===== src/sv/rmst_pkg.sv =====
// shared types, constants and compare function of the range minimum sparse table
`default_nettype none

package rmst_pkg;

  localparam int MAX_LEN_DEF = 4096;
  localparam int DATA_W      = 64;
  localparam int RANGE_W     = 13;
  localparam int OP_W        = 2;

  typedef enum logic [OP_W-1:0] {
    OP_CLEAR  = 2'd0,
    OP_APPEND = 2'd1,
    OP_QUERY  = 2'd2
  } op_t;

  typedef enum logic [2:0] {
    ST_IDLE,
    ST_APP_L0,
    ST_APP_LVL,
    ST_Q_CHK,
    ST_Q_RD0,
    ST_Q_RD1,
    ST_Q_MIN,
    ST_Q_OUT
  } state_t;

  // controller to datapath
  typedef struct packed {
    logic clear;
    logic app_start;
    logic qry_start;
    logic app_l0;
    logic app_lvl;
    logic q_chk;
    logic q_rd0;
    logic q_rd1;
    logic q_min;
    logic q_load;
  } cmd_t;

  // datapath to controller
  typedef struct packed {
    logic full;
    logic app_more;
    logic q_bad;
    logic out_free;
  } sts_t;

  // sign-magnitude pattern mapped to an unsigned order, both zeros equal
  function automatic logic [DATA_W-1:0] order_key(input logic [DATA_W-1:0] x);
    logic [DATA_W-1:0] key;
    if (x[DATA_W-2:0] == '0) begin
      key = {1'b1, {(DATA_W-1){1'b0}}};
    end else if (x[DATA_W-1]) begin
      key = ~x;
    end else begin
      key = x | {1'b1, {(DATA_W-1){1'b0}}};
    end
    return key;
  endfunction

  // smaller of two patterns, first wins a tie
  function automatic logic [DATA_W-1:0] pick_min(input logic [DATA_W-1:0] first,
                                                 input logic [DATA_W-1:0] second);
    return (order_key(second) < order_key(first)) ? second : first;
  endfunction

endpackage

`default_nettype wire


===== src/sv/rmst_ctrl.sv =====
// control state machine of the range minimum sparse table
`default_nettype none

module rmst_ctrl (
  input  wire logic                clk,
  input  wire logic                rst,
  input  wire logic                in_valid,
  input  wire logic [1:0]          operation,
  output logic                     in_stall,
  input  wire rmst_pkg::sts_t      sts,
  output rmst_pkg::cmd_t           cmd
);

  rmst_pkg::state_t state;
  rmst_pkg::state_t state_next;
  logic             accept;

  always_ff @(posedge clk) begin
    if (rst) begin
      state <= rmst_pkg::ST_IDLE;
    end else begin
      state <= state_next;
    end
  end

  assign accept = in_valid && (state == rmst_pkg::ST_IDLE);

  always_comb begin
    state_next = state;
    unique case (state)
      rmst_pkg::ST_IDLE: begin
        if (in_valid) begin
          unique case (operation)
            rmst_pkg::OP_APPEND: begin
              if (!sts.full) begin
                state_next = rmst_pkg::ST_APP_L0;
              end
            end
            rmst_pkg::OP_QUERY: state_next = rmst_pkg::ST_Q_CHK;
            default:            state_next = rmst_pkg::ST_IDLE;
          endcase
        end
      end
      rmst_pkg::ST_APP_L0,
      rmst_pkg::ST_APP_LVL: begin
        state_next = sts.app_more ? rmst_pkg::ST_APP_LVL : rmst_pkg::ST_IDLE;
      end
      rmst_pkg::ST_Q_CHK: begin
        state_next = sts.q_bad ? rmst_pkg::ST_Q_OUT : rmst_pkg::ST_Q_RD0;
      end
      rmst_pkg::ST_Q_RD0: state_next = rmst_pkg::ST_Q_RD1;
      rmst_pkg::ST_Q_RD1: state_next = rmst_pkg::ST_Q_MIN;
      rmst_pkg::ST_Q_MIN: state_next = rmst_pkg::ST_Q_OUT;
      rmst_pkg::ST_Q_OUT: begin
        if (sts.out_free) begin
          state_next = rmst_pkg::ST_IDLE;
        end
      end
      default: state_next = rmst_pkg::ST_IDLE;
    endcase
  end

  always_comb begin
    cmd      = '0;
    in_stall = (state != rmst_pkg::ST_IDLE);
    unique case (state)
      rmst_pkg::ST_IDLE: begin
        cmd.clear     = accept && (operation == rmst_pkg::OP_CLEAR);
        cmd.app_start = accept && (operation == rmst_pkg::OP_APPEND) && !sts.full;
        cmd.qry_start = accept && (operation == rmst_pkg::OP_QUERY);
      end
      rmst_pkg::ST_APP_L0:  cmd.app_l0  = 1'b1;
      rmst_pkg::ST_APP_LVL: cmd.app_lvl = 1'b1;
      rmst_pkg::ST_Q_CHK:   cmd.q_chk   = 1'b1;
      rmst_pkg::ST_Q_RD0:   cmd.q_rd0   = 1'b1;
      rmst_pkg::ST_Q_RD1:   cmd.q_rd1   = 1'b1;
      rmst_pkg::ST_Q_MIN:   cmd.q_min   = 1'b1;
      rmst_pkg::ST_Q_OUT:   cmd.q_load  = sts.out_free;
      default:              cmd         = '0;
    endcase
  end

endmodule

`default_nettype wire


===== config.mk =====
export PLATFORM = sky130hd
export DESIGN_NAME = rmst_ctrl
export DESIGN_NICKNAME = d
export VERILOG_FILES = /design/src/sv/rmst_pkg.sv /design/src/sv/rmst_ctrl.sv
export SDC_FILE = /design/constraint.sdc
export NUM_CORES = 1
export LEC_CHECK = 0
export BUFFER_PORTS_ARGS = -buffer_cell sky130_fd_sc_hd__buf_4
export CAP_MARGIN = 20
export CORE_AREA = 3 3 40 42
export CTS_CLUSTER_SIZE = 14
export DETAILED_ROUTE_END_ITERATION = 7
export DIE_AREA = 0 0 43 45
export GPL_ROUTABILITY_DRIVEN = 0
export PLACE_DENSITY_LB_ADDON = 0.25
export SLEW_MARGIN = 40
export SYNTH_ARGS = -nofsm -noshare
export SYNTH_HDL_FRONTEND = slang
export SYNTH_SLANG_ARGS = --single-unit

===== constraint.sdc =====
create_clock -name clk -period 2.6 [get_ports clk]
set_clock_uncertainty 0.15 [all_clocks]
set_input_delay 0.65 -clock clk [delete_from_list [all_inputs] [get_ports clk]]
set_output_delay 0.65 -clock clk [all_outputs]
set_load 0.1 [all_outputs]

* Yosys cells after proc, flatten, opt, wreduce, memory -nomap -nowiden
Cells that the tools add are included.
Storage, ports and cells: output and inout port bits 11, bits in registers 3, bits of input ports 9, word-level logic and storage cells 39
Cells by class: multiplexer cells 15, reduce and logical (&&, ||, !) cells 11, equal/unequal tests 12
Operators with widths (number):
- 3-bit one-hot mux with 7 select lines | 1
- 3-bit equality test, second input constant | 4
- 3-bit 2-to-1 mux | 4
- 1-bit 2-to-1 mux | 7
- 3-bit by 2-bit equality test with 1-bit output, second input constant | 2
- 3-bit one-hot mux with 2 select lines | 1
- 1-bit logical AND | 5
- 2-bit 2-to-1 mux | 2
- 2-bit inequality test, second input constant | 2
- 3-bit by 1-bit equality test with 1-bit output, second input constant | 1
- 3-bit logical NOT | 1
- 3-bit inequality test, second input constant | 1
- 3-bit AND reduction | 1
- 3-bit nonzero test | 1
- 2-bit by 1-bit equality test with 1-bit output, second input constant | 1
- 2-bit equality test, second input constant | 1
- 2-bit logical NOT | 1
- 2-bit OR reduction | 1
- 1-bit logical NOT | 1

* Longest topological paths before layout
Gate-level depths: netlist of run 1.
depth in word-level cells 5, gate-level depth with buffers 5, gate-level depth less buffers 5

* Least setup slack after synthesis of run 1
Ideal clock, no wire load.
path kind register -> output, start reg state[0], end out cmd[6] (netlist name), path buffers 1, data arrival time 2858 ps, setup slack -1058 ps, cell stages (with the launch flop) 3, path through dfxtp_1 -> dlymetal6s2s_1 -> nor3b_1
RTL lines:
- start: declaration | RTL line rmst_ctrl.sv:14 | rmst_pkg::state_t state;
- start signal: assignment | RTL line rmst_ctrl.sv:20 | state <= rmst_pkg::ST_IDLE;
- start signal: assignment | RTL line rmst_ctrl.sv:22 | state <= state_next;
- end: declaration | RTL line rmst_ctrl.sv:11 | output rmst_pkg::cmd_t cmd

==> results.txt, run 1 <==
- During synthesis, Yosys emitted a total of 0 warnings.
- In the finished design, the share of the clock period the worst path needs comes to 0.906.
- The flow ran to the end, and the final reports show no timing, DRC or antenna violations.
- The via count of the first global-routing pass was 315.
- Net count, final: 76
* Actual slew at the worst max-slew pin: 457 ps
* Starting density of the core: 0.289
- Crit path time final: 2360 ps
* Synth-to-layout area growth: 46.8%
- Counting flops with a built-in enable in the synthesized netlist gives 0.
- From left edge to right edge, the die measures 43 um.
* Type of the worst setup path: reg -> out
- Vias: 361
- Async set-or-reset flop fraction in the synthesized netlist: 0
- Violation count after the first detailed-route iteration: 5
* Final design instance area without fill: 546 um2
- Clock tree from TritonCTS: done
- The share of synthesized area in the top cell type comes to 0.162.
* Clock latency of the later-clocked register in the worst-skew pair: 230 ps
- The final layout contains routed wiring with a total length of 807 um.
- CP arrival: 1560 ps
- In this run the remaining antenna-violating nets after routing total 0.
* CP max FO: 15
- Dividing the detail-routed via count by the number of cells gives 4.69.
- H-tree levels: 1
- Largest area contributor in the netlist: dfxtp_1
- Count of input and output buffers: 19
* Root cell of the clock tree: clkbuf_4
- The share of the Yosys chip area taken by registers is 0.162.
- Top cell types by occurrence after synthesis: a21oi_1 (4), ha_1 (4), dfxtp_1 (3), inv_1 (3), nor3b_1 (3)
- Summed over all nets, the half-perimeter wirelength after detailed placement is 638 um.
- The first global-routing pass estimated 1.30 mm of wire.
- In this run the tightest slew margin relative to its limit is 0.695.
* Quantity of gates resized following cts: 0
- Core area: 0.00128 mm2
* Post-CTS setup repair buffer count: 0
- Layout Cells excl Fill: 77
- The register with the most flip-flops in the layout has 3 of them.
- The longest clock path from root to sink contains 2 buffers.
- Max-cap check violation count: 0
- Setup repair after global routing left no endpoint under its margin.
- For this design the static power due to leakage is 0.297 nW.
* Syn Inst Count: 42
* Overflow after GRT: 0
* Total placed cells including tap cells: 73
- Worst ir drop on vdd: 0.480 mV
* Critical path endpoint category: output port
- Synth Cell Area: 372 um2
- The largest registers in the layout are state x3.
- For this run, design rule violations remaining after detail routing come to 0.
- Number of max-slew violations in the final report: 0
- The most used flip-flop cell after synthesis is dfxtp_1.
* Number of antenna cells inserted: 0
* I/O pin count: 20
- Overall fraction of global-route tracks in use: 0.0865
- The pre-antenna-repair detailed-routing pass consisted of 4 iterations.
* Total die area: 0.00194 mm2
- Synthesized area per cell: 8.85 um2
* Highest achievable clock rate: 424 MHz
- The min-delay analysis places its worst path in the category in -> reg.
* CP Launch Type: flip-flop
- The number of clock buffers added by TritonCTS is 3.
* Register bit count reported by yosys: 3
- Register ranked first by flip-flop count: state
- Setup slack on the worst reg-to-reg path comes out at 1060 ps.
- Dividing total power by cell area gives a power density of 1230 mW/mm2.
* Number of antenna violations at the first check in global routing: 0
- Entering global routing, the biggest net connects 16 pins.
- Setup-violating endpoint count in the final report: 0
- Summing all placed instances gives a cell area of 519 um2.
- In this run the core area contains 13 standard-cell rows.
- Top cells by area, synth: dfxtp_1 (16%), ha_1 (13%), nor3b_1 (6.1%)
* Overall die height: 45 um
- Data on the critical path is required at its endpoint by 1800 ps.
- Clock-pin slew was measured on the worst setup and hold paths at 40 ps.
- Counting every net in the synthesized netlist gives 55.
- Number of distinct library cell variants in the gate-level netlist after synthesis: 26
* Final hold violations: 0
- CTS sink count: 3
- Routed len/inst: 10.5 um
- In the final layout, the share of cells above drive strength 1 is 0.516.
- After clock tree synthesis, the flow added hold-fix buffers numbering 0.
## area by class of cell
cell class	count	area, um2
Multi-Input combinational cell	33	287
Timing Repair Buffer	19	143
Tap cell	15	18.8
Clock buffer	4	26.3
Inverter	3	11.3
Fill cell	135	739
Sequential cell	3	60.1
## path summary, 6_finish.rpt
kind              startpoint  endpoint  cells past startpoint
setup / recovery    state[0]    cmd[8]                      3
setup reg to reg    state[2]  state[0]                      3
hold reg to reg     state[1]  state[2]                      2
hold / removal           rst  state[2]                      2
## report_power, final
group	switching [mW]	internal, mW	total, mW
Combinational	0.350	0.123	0.473
Sequential	0.0564	0.0632	0.120
Clock	0.0218	0.0573	0.0791
## kinds of logic (layout without fill, tap and decap cells)
group	Yosys count	after routing	share of synthesized area
AO/OA/AOI/OAI	8	8	0.165
multiplexers	1	1	0.0303
adder cells (fa/ha/maj)	4	4	0.135
flip-flops	3	3	0.162
buffers and inverters	6	26	0.108
AND/OR/NAND/NOR	20	20	0.401
## placed cells by master, fill, tap and decap left out, drive strengths merged
cell,n
nand3b,1
inv,3
nor3b,3
buf,19
a21boi,1
and2b,1
dfxtp,3
and4b,1
ha,4
o211a,1
nand2,2
or4b,1
o31ai,1
a21oi,4
or2b,1
and4,1
and3,2
nor2,2
o41ai,1
or3b,1
clkbuf,4
nor3,2
and3b,2
mux2,1
## per-layer routing
layer / part of all wire / track usage / up-vias
met5: 0 / 0 / -
met2: 0.52 / 0.138 / 8
met3: 0.032 / 0.0159 / 0
met1: 0.44 / 0.108 / 160
li1: - / - / 193
met4: 0 / 0.0542 / 0
## critical path: stages, from the launching register on
cell and delay (ps):
dfxtp_1 440, nor3_1 360, and4b_1 240, buf_4 290
## through the flow
stage | hold slack (ps) | setup TNS, ps | utilization | setup slack [ps] | power (mW)
2_1_floorplan | 443 | -109 | - | -107 | 0.528
3_3_place_gp | 533 | 0 | 0.404 | 350 | 0.598
3_5_place_dp | 559 | 0 | 0.404 | 329 | 0.596
4_1_cts | 475 | 0 | 0.425 | 217 | 0.682
5_1_grt | 490 | 0 | 0.425 | 90.1 | 0.712
6_report | 484 | 0 | 0.425 | 244 | 0.671
(Power assumes the default switching activity.)
==> run 2: changes to the inputs <==
BUFFER_PORTS_ARGS = default   (was -buffer_cell sky130_fd_sc_hd__buf_4)
DONT_BUFFER_PORTS = 1   (was default)
==> run 2 against run 1 <==
Effect of this change:
- count of clock-buffer cells in the layout unchanged
- sequential share of layout area increased by 1.2 points
- register-to-register slack got worse by 310 ps
- non-clock buffer count decreased by 10
- cell area decreased by 9.9%
- critical path type unchanged
- hold slack got worse by 140 ps
- first-iteration DRC count decreased by 20%
- critical endpoint unchanged
- routed wire length decreased by 3.7%
- flip-flop and latch count unchanged
- core utilization decreased by 4.2 points
==> results.txt, run 2 (synthesis results as in run 1) <==
- TritonCTS built the clock tree.
* Length in cells of the worst reg-to-reg path: 5 (+2)
- The hold-fix buffer count after cts is 0 (unchanged).
- Quantity of gates resized following cts: 0 (unchanged)
- Max stage delay on crit path: 450 ps (about the same)
* Via count normalized by instance count: 4.79 (+2.2%)
- Die Span X: 43 um (unchanged)
* DRC violations left: 0 (unchanged)
- The area growth from synthesis to layout is 32.3%.
* Share of final-layout standard cells stronger than drive strength 1: 0.442 (-0.0738)
- Clock transition at the registers of the reported paths: 30 ps (about the same)
- Via count of the first global-routing pass: 258 (-18%)
- The maximum root-to-sink buffer count is 2 (unchanged).
* Setup repair after global routing missed its margin: no
- Wire length of the first global-routing pass: 1.14 mm (-13%)
- The die footprint came to 0.00194 mm2 (unchanged).
* Outcome: complete, no violations
- TritonCTS Buffers: 3 (unchanged)
* Post-CTS setup repair buffer count: 0 (unchanged)
- Worst slew margin relative to its limit: 0.641 (-0.0542)
* Number of antenna cells inserted: 0 (unchanged)
* Core area: 0.00128 mm2 (unchanged)
- Critical path, cell by cell: nor3_1 > and4b_1 > buf_4
- Overflow after GRT: 0 (unchanged)
- Type of the worst min-delay path: in -> reg
* Critical path endpoint category: output port
* Overall die height: 45 um (unchanged)
- The total via count in the routed design was 321 (-11%).
- Register ranked first by flip-flop count: state
- Net count, final: 66 (-13%)
* Detailed Route WL: 777 um (-3.7%)
- Setup-violating endpoint count in the final report: 0 (unchanged)
- The number of optimization iterations in the first detailed-route pass was 2 (-2).
* Type of the worst setup path: reg -> out
- The total count of max-transition violations in the final report came to 0 (unchanged).
* Routed len/inst: 11.6 um (+11%)
- Instance count on the critical path: 3 (unchanged)
- The post-DP HPWL came to 601 um (-5.8%).
* H-tree levels: 1 (unchanged)
* Max-cap check violation count: 0 (unchanged)
- Cell count of the worst hold path: 1 (-1)
- The remaining number of nets flagged by the antenna check after routing came to 0 (unchanged).
- Number of antenna violations at the first check in global routing: 0 (unchanged)
- Highest achievable clock rate: 414 MHz (-2.4%)
* Worst path slowest cell: dfxtp_1
* Actual slew at the worst max-slew pin: 538 ps (+81.1 ps)
- Root cell of the clock tree: clkbuf_4
- Clock latency of the later-clocked register in the worst-skew pair: 230 ps (about the same)
* Final hold violations: 0 (unchanged)
* Overall fraction of global-route tracks in use: 0.0808 (-0.00576)
- The library cell used most frequently in the layout, excluding fill and tap cells, is buf_4.
- CP Launch Type: flip-flop
* Fraction of the cycle the final worst path needs: 0.928 (+0.0218)
* Registers with the most flip-flops: state x3
* Crit path time final: 2410 ps (+56.8 ps)
* Count of input and output buffers: 0 (-19)
- On the critical path the largest part of the delay comes from simple AND/OR/NAND/NOR gates.
* CP max FO: 12 (-3)
- Starting density of the core: 0.289 (unchanged)
- The maximum number of pins on one net before global-route repair came to 16 (unchanged).
- The flip-flop count of the largest register, all copies and words added is 3 (unchanged).
- CTS sink count: 3 (unchanged)
* Final design utilization: 0.383 (-0.0419)
- Most used cells in the layout excluding fill and tap cells: buf_4 (9), a21oi_1 (4), ha_1 (4)
- The number of buffers and inverters on the critical path is 1 (unchanged).
- Number of placement rows: 13 (unchanged)
- CP arrival: 1610 ps (+50 ps)
* Register-to-register setup slack: 750 ps (-310 ps)
* Violation count after the first detailed-route iteration: 4 (-1)
* I/O pin count: 20 (unchanged)
- The worst endpoint required time is 1800 ps (about the same).
-- run 2: cell count changes in the layout (fill, tap and decap cells not counted), sizes merged --
cell	change
buf	-10
-- run 2: area by class of cell --
| cell class | count | area [um2] |
|---|---|---|
| Fill cell | 134 | 793 |
| Multi-Input combinational cell | 33 | 308 |
| Timing Repair Buffer | 9 | 67.6 |
| Sequential cell | 3 | 60.1 |
| Clock buffer | 4 | 26.3 |
| Tap cell | 15 | 18.8 |
| Inverter | 3 | 11.3 |
-- run 2: worst register-to-register path: cells and delay by family (launching register included) --
family	cells	cell delay (ps)
AND/OR/NAND/NOR	1	170
buffers and inverters	2	390
AO/OA/AOI/OAI	2	400
flip-flops	1	650
-- run 2: final timing paths --
kind / startpoint / end
hold reg to reg: state[0] / state[0]
setup / recovery: state[1] / cmd[8]
setup reg to reg: state[2] / state[1]
hold / removal: rst / state[2]
-- run 2: metal layers --
| metal | up-vias | share of wire | global-route usage |
|---|---|---|---|
| li1 | 173 | - | - |
| met1 | 140 | 0.46 | 0.101 |
| met2 | 8 | 0.47 | 0.105 |
| met3 | 0 | 0.066 | 0.0558 |
| met4 | 0 | 0 | 0.0361 |
| met5 | - | 0 | 0 |
-- run 2: through the flow --
| stage | cell area [um2] | setup TNS [ps] | setup WS [ps] | std cells | hold slack (ps) |
|---|---|---|---|---|---|
| after global placement | 465 | 0 | 449 | 63 | 514 |
| after detailed placement | 465 | 0 | 444 | 63 | 509 |
| after floorplan | 387 | -109 | -107 | 42 | 443 |
| after global routing | 492 | 0 | 130 | 67 | 349 |
| final | 492 | 0 | 187 | 67 | 348 |
| after CTS | 492 | 0 | 190 | 67 | 343 |
Power of run 2 is not shown: default switching activity piles up to over one toggle a cycle in this logic, so the estimate is an artifact.
